### src/wsld_pkg.sv
package wsld_pkg;

  localparam int WINDOW_DEPTH = 1024;
  localparam int ADDR_BITS    = 40;

  localparam int IDX_W     = (WINDOW_DEPTH > 1) ? $clog2(WINDOW_DEPTH) : 1;
  localparam int OCC_W     = $clog2(WINDOW_DEPTH + 1);
  localparam int BLK_W     = 40;
  localparam int TIME_W    = 48;
  localparam int CNT_W     = 48;
  localparam int WIN_W     = 32;
  localparam int SHIFT_W   = 4;
  localparam int ENTRY_W   = ADDR_BITS + TIME_W;
  localparam int PADDR_W   = 3;

  localparam logic REG_WINDOW_TICKS   = 1'b0;
  localparam logic REG_NEIGHBOR_SHIFT = 1'b1;

  localparam logic [WIN_W-1:0]   WINDOW_TICKS_RST   = WIN_W'(512);
  localparam logic [SHIFT_W-1:0] NEIGHBOR_SHIFT_RST = SHIFT_W'(3);

  typedef struct packed {
    logic [WIN_W-1:0]   window_ticks;
    logic [SHIFT_W-1:0] neighbor_shift;
  } cfg_t;

  typedef struct packed {
    logic latch;
    logic scan_start;
    logic scan_step;
    logic append;
    logic drop;
    logic finish;
  } cmd_t;

  typedef struct packed {
    logic in_read;
    logic occ_zero;
    logic scan_match;
    logic scan_last;
    logic expire;
    logic out_free;
  } stat_t;

endpackage

### src/wsld_ctrl.sv
module wsld_ctrl import wsld_pkg::*; (
  input  logic  clk,
  input  logic  rst,
  input  logic  in_valid,
  output logic  in_ready,
  input  stat_t stat,
  output cmd_t  cmd
);

  typedef enum logic [5:0] {
    S_IDLE    = 6'b000001,
    S_SCAN    = 6'b000010,
    S_APPEND  = 6'b000100,
    S_EXP_REQ = 6'b001000,
    S_EXP_CHK = 6'b010000,
    S_FIN     = 6'b100000
  } state_t;

  state_t state, state_next;
  logic   accept;

  assign in_ready = (state == S_IDLE) && !rst;
  assign accept   = in_valid && in_ready;

  always_comb begin
    state_next = state;
    cmd        = '0;
    case (state)
      S_IDLE: begin
        if (accept) begin
          cmd.latch = 1'b1;
          if (stat.in_read) begin
            state_next = S_FIN;
          end else if (stat.occ_zero) begin
            state_next = S_APPEND;
          end else begin
            cmd.scan_start = 1'b1;
            state_next     = S_SCAN;
          end
        end
      end
      S_SCAN: begin
        cmd.scan_step = 1'b1;
        if (stat.scan_match || stat.scan_last) begin
          state_next = S_APPEND;
        end
      end
      S_APPEND: begin
        cmd.append = 1'b1;
        state_next = S_EXP_REQ;
      end
      S_EXP_REQ: begin
        state_next = S_EXP_CHK;
      end
      S_EXP_CHK: begin
        if (stat.expire) begin
          cmd.drop   = 1'b1;
          state_next = S_EXP_REQ;
        end else begin
          state_next = S_FIN;
        end
      end
      S_FIN: begin
        if (stat.out_free) begin
          cmd.finish = 1'b1;
          state_next = S_IDLE;
        end
      end
      default: begin
        state_next = S_IDLE;
      end
    endcase
  end

  always_ff @(posedge clk) begin
    if (rst) begin
      state <= S_IDLE;
    end else begin
      state <= state_next;
    end
  end

endmodule

### config.mk
export PLATFORM = sky130hd
export DESIGN_NAME = wsld_ctrl
export DESIGN_NICKNAME = d
export VERILOG_FILES = /design/src/wsld_pkg.sv /design/src/wsld_ctrl.sv
export SDC_FILE = /design/constraint.sdc
export NUM_CORES = 1
export LEC_CHECK = 0
export BUFFER_PORTS_ARGS = -buffer_cell sky130_fd_sc_hd__buf_2
export CAP_MARGIN = 20
export CELL_PAD_IN_SITES_DETAIL_PLACEMENT = 2
export CELL_PAD_IN_SITES_GLOBAL_PLACEMENT = 2
export CORE_MARGIN = 5
export CORE_UTILIZATION = 25
export CTS_BUF_LIST = sky130_fd_sc_hd__clkbuf_8
export DETAILED_ROUTE_END_ITERATION = 10
export GPL_TIMING_DRIVEN = 0
export PLACE_DENSITY_LB_ADDON = 0.1
export SYNTH_ARGS = -nofsm -noshare
export SYNTH_HDL_FRONTEND = slang
export SYNTH_SLANG_ARGS = --single-unit
### constraint.sdc
create_clock -name clk -period 1.7 [get_ports clk]
set_input_delay 0.085 -clock clk [delete_from_list [all_inputs] [get_ports clk]]
set_output_delay 0.085 -clock clk [all_outputs]
set_load 0.02 [all_outputs]
==> flow_metrics.env <==
export IMPL_largest_register="state"
export IMPL_min_path_type="input port to flip-flop"
export IMPL_drtIter0Drc=6
export IMPL_largestRegisters="state: 6 flops"
export IMPL_finalCriticalPeriod_ns=1.77
export IMPL_cts_clk_slew_worst_paths_ns=0.04
export IMPL_dieArea_sq_mm=0.00244
export IMPL_tns_ns=-0.103
export IMPL_largest_register_ffs=6
export IMPL_status="finished with violations"
export IMPL_syn_to_final_growth_pct=52.3
export IMPL_antenna_found_initial=0
export IMPL_ant_nets=0
export IMPL_setup_viol=2
export IMPL_ys_types=24
export IMPL_hold_ws_ns=0.122
export IMPL_antennaDiodeCount=0
export IMPL_worstPathArrival_ns=1.68
export IMPL_place_congestion=0.671
export IMPL_rsz0062_at_grt="yes"
export IMPL_maxSlewViolCount=0
export IMPL_initial_utilization=0.261
export IMPL_nets=86
export IMPL_synth_area_leader_cell="dfxtp_1"
export IMPL_grt_max_degree=9
export IMPL_startpoint_type="flip-flop"
export IMPL_max_freq_mhz=566
export IMPL_dp_hpwl_um=1020
export IMPL_synthCells=52
export IMPL_cts_tree="done"
export IMPL_placedInstanceArea_sq_um=483
export IMPL_hold_viol=0
export IMPL_worst_slew_pin_slew_ns=0.417
export IMPL_vias=477
export IMPL_seq_area_frac_synth=0.310
export IMPL_vdd_drop_max_mv=0.479
export IMPL_h_tree_depth=1
export IMPL_drt_pre_antenna_iters=2
export IMPL_crit_family="simple AND/OR/NAND/NOR gates"
export IMPL_layout_drive_gt1_share=0.387
export IMPL_relSlewSlack=0.721
export IMPL_drc=0
export IMPL_timing_final_ws_setup_ns=-0.0673
export IMPL_final_area_sq_um=591
export IMPL_slowest_delay_ns=0.54
export IMPL_port_buffers=15
export IMPL_grt_overflow=0
export IMPL_violations="negative setup slack"
export IMPL_row_count=14
export IMPL_crit_chain="or4_4 > nor2b_4 > and2b_1 > and3_4 > buf_6"
export IMPL_cts_root_buffer="clkbuf_8"
export IMPL_cts_buffer_depth=2
export IMPL_finalPower_mw=0.524
export IMPL_ys_warn_count=0
export IMPL_drt_total_wl_um=1520
export IMPL_first_global_vias=543
export IMPL_synth_main_ff_cell="dfxtp_1"
export IMPL_ctsHoldBuffers=0
export IMPL_ys_seq_elements=6
export IMPL_pin_count=16
export IMPL_synth_area_per_cell_sq_um=7.46
export IMPL_grtUsageTotal=0.139
export IMPL_worst_clock_skew_ns=0.00509
export IMPL_async_flop_share=0
export IMPL_pwr_density_cell_mw_per_mm2=888
export IMPL_synth_top_area_frac=0.310
export IMPL_syn_num_nets=61
export IMPL_leakagePower_nw=0.268
export IMPL_synth_edff_count=0
export IMPL_cts_buffers=3
export IMPL_cts_sinks=6
export IMPL_crit_fanout=3
export IMPL_worstSkewPairLatency_ns=0.23
export IMPL_cp_num_buf_inv=1
export IMPL_viasPerCell=5.24
export IMPL_core_sq_mm=0.00149
export IMPL_wl_per_cell_um=16.7
export IMPL_crit_path_end_kind="primary output"
export IMPL_grt_pass1_wl_um=2520
export IMPL_place_ws_ns=-0.0113
export IMPL_critPathKind="flip-flop to primary output"
export IMPL_max_cap_viol_count=0
export IMPL_crit_required_ns=1.62
export IMPL_yosys_top_cells_area="dfxtp_1 (31%), nor2_1 (6.8%), nor2b_1 (6.5%), nor3_1 (5.2%), o21ai_0 (5.2%)"
export IMPL_syn_cell_area_sq_um=388
export IMPL_nFillCells=179
export IMPL_crit_slowest_cell="or4_4"
export IMPL_die_h_um=49.4
export IMPL_post_route_period_util=1.04
export IMPL_die_w_um=49.4
-- report_power, final --
part	internal, mW	total [mW]	switching, mW
logic	0.0679	0.145	0.0776
clock network	0.153	0.220	0.0670
registers	0.149	0.160	0.0109
-- cell usage after synthesis (2+ instances only) --
library cell,number
inv_1,2
nand4b_1,2
dfxtp_1,6
o21ai_0,4
nand3_1,2
nand2_1,2
nor2b_1,4
nor3_1,4
and3_1,2
a21oi_1,3
a31oi_1,2
nor2_1,7
-- cells in the final DEF (no fill, tap or decap) --
master	n
nor2_1	7
and2_1	1
nor2b_1	4
or3b_1	1
and3_4	1
dfxtp_1	3
nor4b_1	1
nand4_1	1
buf_6	2
nand3_1	2
dfxtp_4	1
inv_1	2
and2b_1	1
nand4b_1	2
dfxtp_2	2
nand2_1	2
and3_1	1
a31oi_1	2
buf_2	13
and4_1	1
buf_4	5
nand2b_1	1
o21ai_1	1
o211ai_1	1
clkbuf_8	3
nor2b_4	1
o311ai_0	1
or4_4	1
o21ai_0	4
a21oi_1	3
nor3_1	4
-- metal layers --
metal	share of wire	global-route usage	routed length (um)	vias to the layer above
li1	-	-	-	241
met1	0.47	0.158	710	216
met2	0.44	0.204	675	15
met3	0.058	0.0581	88	5
met4	0.031	0.105	47	0
met5	0	0	0	-
-- worst register-to-register path, stage by stage (launching register included) --
cell,delay (ns)
dfxtp_4,0.34
or4_4,0.54
buf_4,0.17
o211ai_1,0.37
o21ai_1,0.13
-- cells by family after synthesis --
logic type,count (synthesis),synth area share
AO/OA/AOI/OAI,12,0.177
buffers and inverters,2,0.0194
flip-flops,6,0.310
AND/OR/NAND/NOR,32,0.494
-- stage by stage --
stage	cells	utilization
2_1_floorplan	52	-
3_3_place_gp	83	0.324
3_5_place_dp	83	0.324
4_1_cts	90	0.392
5_1_grt	91	0.397
6_report	91	0.397
-- area by class of cell --
class                      instances  area, sq um  share of cell area
multi-input combinational         44          270               0.458
clock buffer                       3         41.3              0.0699
timing repair buffer              20          125               0.212
tap                               16         20.0              0.0339
sequential                         6          126               0.214
inverter                           2         7.51              0.0127
-- worst paths after layout --
| check | start | endpoint | slack [ns] | cells past startpoint |
|---|---|---|---|---|
| worst min-delay path | rst | state[1]$_SDFFE_PP0P_ | 0.12 | 2 |
| worst max register to register | state[5]$_SDFFE_PP0P_ | state[0]$_SDFFE_PP1P_ | 0.03 | 4 |
| worst min register to register | state[3]$_SDFFE_PP0P_ | state[4]$_SDFFE_PP0P_ | 0.55 | 2 |
| worst max-delay path | state[5]$_SDFFE_PP0P_ | cmd[4] | -0.07 | 5 |
-- what timing repair did --
action / CTS / global route
resized for setup: 10 / 0
setup buffers: 4 / 1
endpoints found under the setup margin: 3 / 4
pin swaps: 3 / 0
gates cloned: 0 / 0
(Power assumes the default switching activity.)
